===== src/sv/c2m_pkg.sv =====
`timescale 1ns / 1ps
// ----------------------------------------------------------------------------
// c2m_pkg: shared types and constants for the CSR to MSR converter
// Field widths, capacity limits, the per-beat result bundle and the
// result record that leaves the block.
// ----------------------------------------------------------------------------
package c2m_pkg;

  localparam int MaxRows    = 1024;
  localparam int MaxNnz     = 65536;

  localparam int ColW       = 10;
  localparam int RowW       = 10;
  localparam int NRowsW     = 11;
  localparam int PosW       = 17;
  localparam int ValW       = 64;

  localparam int QueueDepth = 4;
  localparam int QPtrW      = 2;
  localparam int QCntW      = 3;

  // Input tdata: column, value_bits; padded to whole bytes.
  localparam int InDataW    = 80;
  // Output tdata: position, writes_value, value_word, writes_index, index_word.
  localparam int OutDataW   = 104;
  // Output tuser: matrix_done, dropped.
  localparam int OutUserW   = 2;

  // Everything one input beat causes, kept together until it is serialized.
  typedef struct packed {
    logic            has_ent;    // an off-diagonal entry result exists
    logic            ent_drop;   // that entry was dropped for capacity
    logic [PosW-1:0] ent_pos;
    logic [ValW-1:0] ent_val;
    logic [ColW-1:0] ent_col;
    logic            rend;       // row-end results follow
    logic            first_row;  // index[0] write precedes the diagonal
    logic [RowW-1:0] row_idx;
    logic [ValW-1:0] diag;
    logic [PosW-1:0] base;
    logic [PosW-1:0] ptr;
    logic            last_row;
  } bundle_t;

  typedef struct packed {
    logic [PosW-1:0] position;
    logic            writes_value;
    logic [ValW-1:0] value_word;
    logic            writes_index;
    logic [PosW-1:0] index_word;
    logic            last_of_run;
    logic            matrix_done;
    logic            dropped;
  } result_t;

endpackage


===== src/sv/c2m_core.sv =====
`timescale 1ns / 1ps
// ----------------------------------------------------------------------------
// c2m_core: input register and conversion state
// Registers each input beat, classifies the entry against the current row
// and builds the bundle of results that the beat causes.
// ----------------------------------------------------------------------------
module c2m_core (
  input  logic                     clk_i,
  input  logic                     rst_ni,
  input  logic [c2m_pkg::NRowsW-1:0] n_rows_i,
  input  logic                     s_valid_i,
  output logic                     s_ready_o,
  input  logic                     has_entry_i,
  input  logic [c2m_pkg::ColW-1:0] column_i,
  input  logic [c2m_pkg::ValW-1:0] value_bits_i,
  input  logic                     row_end_i,
  input  logic                     full_i,
  output logic                     push_o,
  output c2m_pkg::bundle_t         bundle_o
);
  import c2m_pkg::*;

  logic            in_valid_q;
  logic            has_q;
  logic [ColW-1:0] col_q;
  logic [ValW-1:0] val_q;
  logic            rend_q;

  logic [RowW-1:0] row_q, row_d;
  logic [PosW-1:0] cnt_q, cnt_d;
  logic [ValW-1:0] diag_q, diag_d;

  logic [NRowsW-1:0] rows;
  logic [PosW-1:0]   base;
  logic              is_diag, is_off, drop, store, last_row, produces, advance;
  logic [PosW-1:0]   cnt_next;
  logic [ValW-1:0]   diag_cur;

  always_comb begin
    if (n_rows_i == '0) begin
      rows = NRowsW'(1);
    end else if (n_rows_i > NRowsW'(MaxRows)) begin
      rows = NRowsW'(MaxRows);
    end else begin
      rows = n_rows_i;
    end
    base     = PosW'(rows) + PosW'(1);
    is_diag  = has_q && (col_q == row_q);
    is_off   = has_q && !is_diag;
    drop     = is_off && (cnt_q >= PosW'(MaxNnz));
    store    = is_off && !drop;
    cnt_next = store ? cnt_q + PosW'(1) : cnt_q;
    diag_cur = is_diag ? val_q : diag_q;
    last_row = ({1'b0, row_q} + NRowsW'(1)) >= rows;
    produces = is_off || rend_q;
    advance  = in_valid_q && (!produces || !full_i);

    bundle_o.has_ent   = is_off;
    bundle_o.ent_drop  = drop;
    bundle_o.ent_pos   = base + cnt_q;
    bundle_o.ent_val   = val_q;
    bundle_o.ent_col   = col_q;
    bundle_o.rend      = rend_q;
    bundle_o.first_row = (row_q == '0);
    bundle_o.row_idx   = row_q;
    bundle_o.diag      = diag_cur;
    bundle_o.base      = base;
    bundle_o.ptr       = base + cnt_next;
    bundle_o.last_row  = last_row;

    row_d  = row_q;
    cnt_d  = cnt_next;
    diag_d = diag_cur;
    if (rend_q) begin
      diag_d = '0;
      if (last_row) begin
        row_d = '0;
        cnt_d = '0;
      end else begin
        row_d = row_q + RowW'(1);
      end
    end
  end

  assign push_o    = advance && produces;
  assign s_ready_o = !in_valid_q || advance;

  always_ff @(posedge clk_i or negedge rst_ni) begin
    if (!rst_ni) begin
      in_valid_q <= 1'b0;
      row_q      <= '0;
      cnt_q      <= '0;
      diag_q     <= '0;
    end else begin
      if (s_ready_o) begin
        in_valid_q <= s_valid_i;
      end
      if (advance) begin
        row_q  <= row_d;
        cnt_q  <= cnt_d;
        diag_q <= diag_d;
      end
    end
  end

  always_ff @(posedge clk_i) begin
    if (s_ready_o && s_valid_i) begin
      has_q  <= has_entry_i;
      col_q  <= column_i;
      val_q  <= value_bits_i;
      rend_q <= row_end_i;
    end
  end

endmodule


===== src/sv/c2m_queue.sv =====
`timescale 1ns / 1ps
// ----------------------------------------------------------------------------
// c2m_queue: short bundle queue
// Holds result bundles so that the extra results of a row end do not
// stall the input side.
// ----------------------------------------------------------------------------
module c2m_queue (
  input  logic             clk_i,
  input  logic             rst_ni,
  input  logic             push_i,
  input  c2m_pkg::bundle_t bundle_i,
  output logic             full_o,
  input  logic             pop_i,
  output logic             valid_o,
  output c2m_pkg::bundle_t head_o
);
  import c2m_pkg::*;

  bundle_t          mem_q [QueueDepth];
  logic [QPtrW-1:0] wr_q, rd_q;
  logic [QCntW-1:0] cnt_q;
  logic             do_pop;

  assign full_o  = (cnt_q == QCntW'(QueueDepth));
  assign valid_o = (cnt_q != '0);
  assign head_o  = mem_q[rd_q];
  assign do_pop  = pop_i && valid_o;

  always_ff @(posedge clk_i or negedge rst_ni) begin
    if (!rst_ni) begin
      wr_q  <= '0;
      rd_q  <= '0;
      cnt_q <= '0;
    end else begin
      if (push_i) begin
        wr_q <= wr_q + QPtrW'(1);
      end
      if (do_pop) begin
        rd_q <= rd_q + QPtrW'(1);
      end
      if (push_i && !do_pop) begin
        cnt_q <= cnt_q + QCntW'(1);
      end else if (do_pop && !push_i) begin
        cnt_q <= cnt_q - QCntW'(1);
      end
    end
  end

  always_ff @(posedge clk_i) begin
    if (push_i) begin
      mem_q[wr_q] <= bundle_i;
    end
  end

endmodule


===== src/sv/c2m_ser.sv =====
`timescale 1ns / 1ps
// ----------------------------------------------------------------------------
// c2m_ser: result serializer
// Walks the head bundle one result per beat in the fixed order entry,
// index[0], diagonal, row pointer, into the output register.
// ----------------------------------------------------------------------------
module c2m_ser (
  input  logic             clk_i,
  input  logic             rst_ni,
  input  logic             head_valid_i,
  input  c2m_pkg::bundle_t head_i,
  output logic             pop_o,
  output logic             m_valid_o,
  input  logic             m_ready_i,
  output c2m_pkg::result_t res_o
);
  import c2m_pkg::*;

  localparam logic [1:0] StepEnt  = 2'd0;
  localparam logic [1:0] StepIdx0 = 2'd1;
  localparam logic [1:0] StepDiag = 2'd2;
  localparam logic [1:0] StepPtr  = 2'd3;

  logic [3:0] done_q;
  logic [3:0] init_mask, cur, rest;
  logic [1:0] step;
  logic       load, valid_q;
  result_t    res_d, res_q;

  always_comb begin
    init_mask = {head_i.rend, head_i.rend, head_i.rend && head_i.first_row, head_i.has_ent};
    cur       = init_mask & ~done_q;
    if (cur[0]) begin
      step = StepEnt;
    end else if (cur[1]) begin
      step = StepIdx0;
    end else if (cur[2]) begin
      step = StepDiag;
    end else begin
      step = StepPtr;
    end
    rest = cur & ~(4'b0001 << step);

    res_d = '0;
    case (step)
      StepEnt: begin
        res_d.dropped = head_i.ent_drop;
        if (!head_i.ent_drop) begin
          res_d.position     = head_i.ent_pos;
          res_d.writes_value = 1'b1;
          res_d.value_word   = head_i.ent_val;
          res_d.writes_index = 1'b1;
          res_d.index_word   = PosW'(head_i.ent_col);
        end
      end
      StepIdx0: begin
        res_d.writes_index = 1'b1;
        res_d.index_word   = head_i.base;
      end
      StepDiag: begin
        res_d.position     = PosW'(head_i.row_idx);
        res_d.writes_value = 1'b1;
        res_d.value_word   = head_i.diag;
      end
      default: begin
        res_d.position     = PosW'(head_i.row_idx) + PosW'(1);
        res_d.writes_index = 1'b1;
        res_d.index_word   = head_i.ptr;
        res_d.matrix_done  = head_i.last_row;
      end
    endcase
    res_d.last_of_run = (rest == '0);
  end

  assign load      = head_valid_i && (!valid_q || m_ready_i);
  assign pop_o     = load && (rest == '0);
  assign m_valid_o = valid_q;
  assign res_o     = res_q;

  always_ff @(posedge clk_i or negedge rst_ni) begin
    if (!rst_ni) begin
      valid_q <= 1'b0;
      done_q  <= '0;
    end else begin
      if (load) begin
        valid_q <= 1'b1;
        done_q  <= (rest == '0) ? 4'b0000 : (done_q | (4'b0001 << step));
      end else if (m_ready_i) begin
        valid_q <= 1'b0;
      end
    end
  end

  always_ff @(posedge clk_i) begin
    if (load) begin
      res_q <= res_d;
    end
  end

endmodule


===== src/sv/csr_to_msr_sparse_convert_top.sv =====
`timescale 1ns / 1ps
// Results pass the input register, bundle queue and output register in that order.
// Throughput: one input beat per cycle while each beat yields at most one result
// and the output is not stalled; a row end yields up to three extra results, one per
// cycle, absorbed by a four-entry bundle queue in front of the output register.
// Reset clears the row counter, entry count and held diagonal; n_rows resets to 1.
// ----------------------------------------------------------------------------
// csr_to_msr_sparse_convert_top: CSR to MSR stream converter
// Turns a row-ordered stream of CSR nonzeros into MSR array writes.
// ----------------------------------------------------------------------------
module csr_to_msr_sparse_convert_top (
  input  logic                         clk_i,
  input  logic                         rst_ni,
  input  logic                         cfg_we_i,
  input  logic [c2m_pkg::NRowsW-1:0]   cfg_wdata_i,    // n_rows
  input  logic                         s_axis_tvalid,
  output logic                         s_axis_tready,
  input  logic [c2m_pkg::InDataW-1:0]  s_axis_tdata,   // column, value_bits
  input  logic                         s_axis_tuser,   // has_entry
  input  logic                         s_axis_tlast,   // row_end
  output logic                         m_axis_tvalid,
  input  logic                         m_axis_tready,
  // position, writes_value, value_word, writes_index, index_word
  output logic [c2m_pkg::OutDataW-1:0] m_axis_tdata,
  output logic [c2m_pkg::OutUserW-1:0] m_axis_tuser,   // matrix_done, dropped
  output logic                         m_axis_tlast    // last_of_run
);
  import c2m_pkg::*;

  logic [NRowsW-1:0] n_rows_q;
  logic              push, full, pop, q_valid;
  bundle_t           bundle, head;
  result_t           res;

  always_ff @(posedge clk_i or negedge rst_ni) begin
    if (!rst_ni) begin
      n_rows_q <= NRowsW'(1);
    end else if (cfg_we_i) begin
      n_rows_q <= cfg_wdata_i;
    end
  end

  c2m_core u_core (
    .clk_i       (clk_i),
    .rst_ni      (rst_ni),
    .n_rows_i    (n_rows_q),
    .s_valid_i   (s_axis_tvalid),
    .s_ready_o   (s_axis_tready),
    .has_entry_i (s_axis_tuser),
    .column_i    (s_axis_tdata[ColW-1:0]),
    .value_bits_i(s_axis_tdata[ColW+ValW-1:ColW]),
    .row_end_i   (s_axis_tlast),
    .full_i      (full),
    .push_o      (push),
    .bundle_o    (bundle)
  );

  c2m_queue u_queue (
    .clk_i   (clk_i),
    .rst_ni  (rst_ni),
    .push_i  (push),
    .bundle_i(bundle),
    .full_o  (full),
    .pop_i   (pop),
    .valid_o (q_valid),
    .head_o  (head)
  );

  c2m_ser u_ser (
    .clk_i       (clk_i),
    .rst_ni      (rst_ni),
    .head_valid_i(q_valid),
    .head_i      (head),
    .pop_o       (pop),
    .m_valid_o   (m_axis_tvalid),
    .m_ready_i   (m_axis_tready),
    .res_o       (res)
  );

  assign m_axis_tdata = {4'b0000, res.index_word, res.writes_index, res.value_word,
                         res.writes_value, res.position};
  assign m_axis_tuser = {res.dropped, res.matrix_done};
  assign m_axis_tlast = res.last_of_run;

endmodule


===== config.mk =====
export PLATFORM = sky130hd
export DESIGN_NAME = csr_to_msr_sparse_convert_top
export DESIGN_NICKNAME = d
export VERILOG_FILES = /design/src/sv/c2m_pkg.sv /design/src/sv/c2m_core.sv /design/src/sv/c2m_queue.sv /design/src/sv/c2m_ser.sv /design/src/sv/csr_to_msr_sparse_convert_top.sv
export SDC_FILE = /design/constraint.sdc
export NUM_CORES = 1
export LEC_CHECK = 0
export BUFFER_PORTS_ARGS = -buffer_cell sky130_fd_sc_hd__buf_2
export CORE_ASPECT_RATIO = 1.1
export CORE_MARGIN = 3
export CORE_UTILIZATION = 42
export CTS_CLUSTER_DIAMETER = 40
export DETAILED_ROUTE_END_ITERATION = 16
export GPL_ROUTABILITY_DRIVEN = 0
export SYNTH_ARGS = -nofsm -noshare
export SYNTH_HDL_FRONTEND = slang
export SYNTH_SLANG_ARGS = --single-unit

===== constraint.sdc =====
create_clock -name clk_i -period 7.25 [get_ports clk_i]
set_input_delay 0.3625 -clock clk_i [delete_from_list [all_inputs] [get_ports clk_i]]
set_output_delay 0.3625 -clock clk_i [all_outputs]
set_load 0.05 [all_outputs]

; Yosys cells after proc, flatten, opt, wreduce, memory -nomap -nowiden
; Memory sizes are Yosys's and may differ from the RTL's.
; Cells that the tools add are included.
[totals]
ff_bits = 294
in_bits = 98
elab_cells = 103
output_inout_bits = 109
memories = 1
mem_bits_rw = 796
[memory_table]
columns = memory, depth, word_bits, read_ports, rd_ports_with_merged_regs, write_ports, line
row1 = u_queue.mem_q, 4, 199, 1, 0, 1, c2m_queue.sv:19  ; bundle_t mem_q [QueueDepth];
[classes]
n_reduce_logical = 34
n_bitwise = 5
n_lt_le_gt_ge = 3
mux = 22
n_eq_ne = 4
add_sub_neg = 11
shifts = 1
[op_table]
columns = op, n
row1 = 65-bit case mux with 2 select lines, 1
row2 = 64-bit two-way mux, 2
row3 = 100-bit two-way mux, 1
row4 = 18-bit case mux with 3 select lines, 1
row5 = 17-bit two-way mux, 3
row6 = 17-bit case mux with 3 select lines, 1
row7 = 17-bit adder, 2
row8 = "10-bit by 1-bit adder with 11-bit output, second input constant", 2
row9 = 11-bit two-way mux, 2
row10 = "17-bit by 1-bit adder with 17-bit output, second input constant", 1
row11 = "17-bit greater-or-equal comparator, second input constant", 1
row12 = 1-bit logical AND, 13
row13 = "11-bit by 1-bit adder with 12-bit output, second input constant", 1
row14 = 11-bit greater-or-equal comparator, 1
row15 = "11-bit > comparator, second input constant", 1
row16 = 11-bit logical NOT, 1
row17 = "10-bit by 1-bit adder with 10-bit output, second input constant", 1
row18 = 10-bit == test, 1
row19 = 10-bit logical NOT, 1
row20 = 10-bit two-way mux, 1
row21 = 4-bit AND, 2
row22 = 1-bit logical NOT, 8
row23 = 4-bit inverter, 2
row24 = 3-bit two-way mux, 2
row25 = 18 further kinds, 28

; Logic depth before layout (Yosys ltp)
; An unclocked memory read counts as a cell.
[logic_depth]
ltp_word = 15
depth_mapped = 18
depth_no_buf = 17

; Hierarchy
; Synthesis repeated with hierarchy kept, for this count alone.
[unflattened]
hier_cells = 2342
area_unflattened_um2 = 44466.4
[by_module_without_submodules]
columns = module, n_inst, cells_each, area_each_um2, seq_area_each_um2
row1 = c2m_queue, 1, 1100, 29819.8, 24678.7
row2 = c2m_core, 1, 897, 9439.1, 4584.4
row3 = c2m_ser, 1, 317, 4724.5, 3218.1
row4 = csr_to_msr_sparse_convert_top, 1, 28, 483.0, 276.5

; Least setup slack after synthesis
; OpenSTA, ideal clock, no wires.
[synth_path]
path_type = reg-to-reg
start = reg u_ser.valid_q (netlist: u_ser.m_valid_o)
end = reg u_queue.cnt_q[1]
synth_period_minus_slack_ns = 7.536
slack_ns = -0.286
required_time_ns = 7.125
arrival_ns = 7.411
path_stages_with_launch = 9
path_buffers = 1
setup_time_ns = 0.125
cell_sequence = dfrtp_1 -> a21oi_1 -> and2_1 -> clkbuf_1 -> inv_1 -> ha_1 -> inv_1 -> fa_1 -> mux2_2
[synth_via]
elab_chain_len = 8
word_cells_on_any_way = 10
cone_classes = mux: 1 / reduce/logical: 9
[synth_lines]
columns = element, line
row1 = start: declaration, c2m_ser.sv:27  ; logic load, valid_q;
row2 = start signal: assignment, c2m_ser.sv:82  ; valid_q <= 1'b0;
row3 = start signal: assignment, c2m_ser.sv:86  ; valid_q <= 1'b1;
row4 = start signal: assignment, c2m_ser.sv:89  ; valid_q <= 1'b0;
row5 = 1-bit logical NOT *, c2m_ser.sv:75  ; assign load = head_valid_i && (!valid_q || m_ready_i);
row6 = 1-bit logical OR *, c2m_ser.sv:75
row7 = 1-bit logical AND *, c2m_ser.sv:75
row8 = net u_ser.load, c2m_ser.sv:27
row9 = 1-bit logical AND *, c2m_ser.sv:76  ; assign pop_o = load && (rest == '0);
row10 = 1-bit logical AND *, c2m_queue.sv:27  ; assign do_pop = pop_i && valid_o;
row11 = 1-bit logical NOT, c2m_queue.sv:41  ; if (push_i && !do_pop) begin
row12 = 1-bit logical AND, c2m_queue.sv:41
row13 = 3-bit two-way mux or 2-bit nonzero test (tied branches), --
row14 = end signal: assignment, c2m_queue.sv:42  ; cnt_q <= cnt_q + QCntW'(1);
row15 = end signal: assignment, c2m_queue.sv:44  ; cnt_q <= cnt_q - QCntW'(1);
row16 = end: declaration, c2m_queue.sv:21  ; logic [QCntW-1:0] cnt_q;
; Mark *: on every way through the listed nets, which the timed path passes. The rest lies on a longest branch.
; A chain may end at the register's enable or synchronous reset.

; Worst setup path in the final report
[layout_path]
start = reg u_core.row_q[9]
end = mem u_queue.mem_q[2][20] in the netlist's numbering (enable)
[layout_via]
elab_chain_len = 11
[layout_lines]
columns = element, line
row1 = start: declaration, c2m_core.sv:29  ; logic [RowW-1:0] row_q, row_d;
row2 = start signal: assignment, c2m_core.sv:99  ; row_q <= row_d;
row3 = 10-bit == test *, c2m_core.sv:48  ; is_diag = has_q && (col_q == row_q);
row4 = 1-bit logical AND *, c2m_core.sv:48
row5 = 1-bit logical NOT *, c2m_core.sv:49  ; is_off = has_q && !is_diag;
row6 = 1-bit logical AND *, c2m_core.sv:49
row7 = 1-bit logical OR *, c2m_core.sv:55  ; produces = is_off || rend_q;
row8 = 1-bit logical NOT, c2m_core.sv:56  ; advance = in_valid_q && (!produces || !full_i);
row9 = 1-bit logical OR, c2m_core.sv:56
row10 = 1-bit logical AND, c2m_core.sv:56
row11 = 1-bit logical AND *, c2m_core.sv:85  ; assign push_o = advance && produces;
row12 = net push, csr_to_msr_sparse_convert_top.sv:31  ; logic push, full, pop, q_valid;
row13 = 1-bit two-way mux *, c2m_queue.sv:50  ; if (push_i) begin
row14 = 1-bit two-way mux (implied by the code) *, c2m_queue.sv:51  ; mem_q[wr_q] <= bundle_i;
row15 = end: declaration, c2m_queue.sv:19
; Marked as above.

==> results.cfg <==
[synthesis]
synth-async-reset-ratio_pct = 10.6
synth_ff_type = edfxtp_1
syn_area_sq_mm = 0.0434
ys_ff_latch = 1090
synth_cell_type_count = 84
synth-seq-area-share_pct = 74.1
synth_edf_count = 975
ys_warn_count = 0
synthCells = 2354
avgSynthCellArea_sq_um = 18.4

[setup_path]
r2r-start = u_core.row_q[9]
r2r-end = u_queue.mem_q[2][20]
cpPeakStageDelay_ns = 0.78
path_max_fanout = 61
critPathArrivalTime_ns = 5.35
path_cells = xnor2_1, nand4_2, o31ai_4, inv_4, o211ai_1, nand2_4, a21oi_1, and2_4, buf_12
reg2reg_depth = 9
rrSetupSlack_ns = 2.23
critPathKind = register to register
worstSetupEndpointType = register
worstPathRequired_ns = 7.59
critPathLaunchType = register
cp_slowest_cell = and2_4

[grt]
grt_pass1_vias = 24112
grt_max_degree = 154
overflow = 0
grt_antenna_before_repair = 1
grt_pass1_wl_microns = 151000
grt_use_total_pct = 18.7

[cts]
cts_sinks = 1090
cts_root_buf = clkbuf_16
cts_tree = done
cts_hold_buffers = 96
clkTransAtPathRegs_ns = 0.06
cts_made_buffers = 147
h-tree-depth = 4
insertion_delay_ns = 0.72
cts_resized = 0
post_cts_buffers = 0
clockBufferDepth = 3

[timing]
hold_viol = 0
setup_tns_ns = 0
relSlewSlack_pct = 17.8
fin_crit_sh_pct = 69.2
drv_slew = 0
rsz0062_at_grt = no
setup_viol = 0
worstMarginPinSlew_ns = 1.23
fmax_mhz = 199
holdWs_ns = 0.102
layout_min_cycle_time_ns = 5.02
clock_skew_ns = 0.0302

[cells_and_area]
layout_common_cells = edfxtp_1 (975), nand2_1 (224), buf_2 (195)
fillCellCount = 8204
layout_commonest_cell = edfxtp_1
diodes = 0
multi_input_area_sq_mm = 0.0107
seqCellArea_sq_mm = 0.0322
area_growth_pct = 19.7
layout.nets = 2856
drive_gt1_share_pct = 27.1

[worst_hold_path]
min_to = n_rows_q[7]
whs_path_depth = 2
hp-start = cfg_we_i
hold_class = input port to register

[outcome]
status = finished, final reports clean

[route]
vias = 22890
vias_per_cell = 5.44
drt_first_pass_iters = 6
postRouteAntennaNets = 0
drc = 0
first_iter_violations = 1908
wl_microns = 99600
post_drt_wl_per_cell_microns = 23.7

[power_and_ir_drop]
p_comb_share_pct = 27.5
finalPower_mw = 22.3
power_frac_clock_pct = 32.1
p_leak_nw = 19.0
internal-power_mw = 15.0
switchingPower_mw = 7.31
power_frac_seq_pct = 40.3
ir_drop_mv = 0.395
swShare_pct = 32.7
power_density_mw_per_mm2 = 430

[floorplan]
ios = 207
die-width_microns = 312
core_area_sq_mm = 0.102
initial_core_util_pct = 42.4
fp.dieArea_sq_mm = 0.107
die_y_microns = 343
rows = 123

[placed_design]
io_buffers = 196
post-dp-hpwl_microns = 55000

[run]
maxCapViolCount = 0
## cells by family (layout without fill, tap and decap cells)
kind of cell	after synthesis	count (layout)	synth area share [%]
other	1	10	0.00864
XOR/XNOR	80	80	1.77
AND/OR/NAND/NOR	467	467	5.03
flip-flops	1090	1090	74.1
buffers and inverters	152	619	1.50
multiplexers	284	284	12.2
adder cells (fa/ha/maj)	48	48	1.43
AO/OA/AOI/OAI	232	232	3.95
## final cells by class
type | instances | share of cell area (%)
clock buffers | 177 | 7.60
clock inverters | 91 | 1.92
inverters | 31 | 0.229
multi-input cells | 1121 | 20.6
flip-flops and latches | 1090 | 61.9
well taps | 1375 | 3.31
repair buffers | 320 | 4.47
## flip-flops by register name, summed over array words and instances (netlist names), 10 cells and up
signal	flops
u_queue.mem_q	796
u_ser.res_o	103
u_core.diag_q	64
u_core.val_q	64
u_core.cnt_q	17
n_rows_q	11
u_core.col_q	10
u_core.row_q	10
## stage by stage
stage	cell area [sq um]	std cells	worst slack [ns]	utilization, %
after floorplan	43400	2363	1.83	-
after global placement	46000	3841	2.28	45.0
after detailed placement	46000	3841	2.22	45.0
after CTS	51900	4205	2.17	50.8
after global routing	51900	4205	1.93	50.8
final	51900	4205	2.23	50.8
## per-layer routing
metal | up-vias | track usage (%) | share of wire [%]
met4 | 0 | 5.75 | 2.4
li1 | 10051 | - | -
met2 | 703 | 31.3 | 49
met1 | 11965 | 25.1 | 43
met5 | - | 0 | 0
met3 | 171 | 3.54 | 5.4
## Yosys cell counts (all sizes together), types with 3 or more instances
| cell type | count | share of area (%) |
|---|---|---|
| mux4 | 189 | 9.8 |
| a31oi | 6 | 0.086 |
| o211ai | 6 | 0.10 |
| o311ai | 3 | 0.078 |
| ha | 44 | 1.3 |
| nand4 | 8 | 0.16 |
| a211oi | 3 | 0.052 |
| xor2 | 30 | 0.64 |
| nand2b | 9 | 0.13 |
| a22o | 70 | 1.4 |
| inv | 31 | 0.27 |
| xnor2 | 48 | 1.0 |
| nor4 | 7 | 0.14 |
| nand3 | 92 | 1.1 |
| o21ai | 44 | 0.51 |
| o221ai | 5 | 0.10 |
| o21a | 5 | 0.086 |
| nand2 | 228 | 2.0 |
| nand3b | 4 | 0.098 |
| or2 | 3 | 0.043 |
| and3 | 18 | 0.27 |
| a22oi | 17 | 0.29 |
| edfxtp | 975 | 67 |
| mux2 | 75 | 1.9 |
| nor2 | 45 | 0.39 |
| dfrtp | 114 | 6.6 |
| and2 | 23 | 0.34 |
| nor2b | 6 | 0.086 |
| nor3 | 12 | 0.14 |
| o22ai | 8 | 0.12 |
| or3 | 7 | 0.10 |
| fa | 3 | 0.14 |
| mux2i | 20 | 0.46 |
| o31ai | 5 | 0.13 |
| clkbuf | 81 | 0.70 |
| buf | 40 | 0.52 |
| a21oi | 22 | 0.26 |
| a21o | 22 | 0.38 |
## worst max path at each step
stage          slack (ns)                    end            start  cells after the start
2_1_floorplan        1.83       u_queue.cnt_q[1]  u_ser.m_valid_o                      8
3_3_place_gp         2.28  u_queue.mem_q[3][155]  u_core.row_q[9]                      9
3_5_place_dp         2.22   u_queue.mem_q[2][24]  u_core.row_q[9]                      9
4_1_cts              2.17  u_queue.mem_q[2][109]  u_core.row_q[9]                      9
5_1_grt              1.93   u_queue.mem_q[1][14]  u_core.row_q[9]                     16
6_report             2.23   u_queue.mem_q[2][20]  u_core.row_q[9]                      9
## worst max-delay path, delay by kind of cell, from the launching register on
family,cells,cell delay (ns)
xor gates and xnor gates,1,0.29
and+or+nand+nor,3,1.39
AOI/OAI and AO/OA,3,1.68
DFF,1,0.49
buffers and inverters,2,0.60
## power groups by stage
| stage | combinational, mW | clock, mW | sequential [mW] |
|---|---|---|---|
| 2_1_floorplan | 3.39 | 0 | 9.97 |
| 3_3_place_gp | 6.21 | 0 | 9.08 |
| 3_5_place_dp | 6.22 | 0 | 9.14 |
| 4_1_cts | 6.29 | 7.33 | 9.03 |
| 5_1_grt | 6.59 | 7.60 | 9.13 |
| 6_report | 6.15 | 7.18 | 9.01 |
Note: power is estimated with default switching activity, not from simulation.
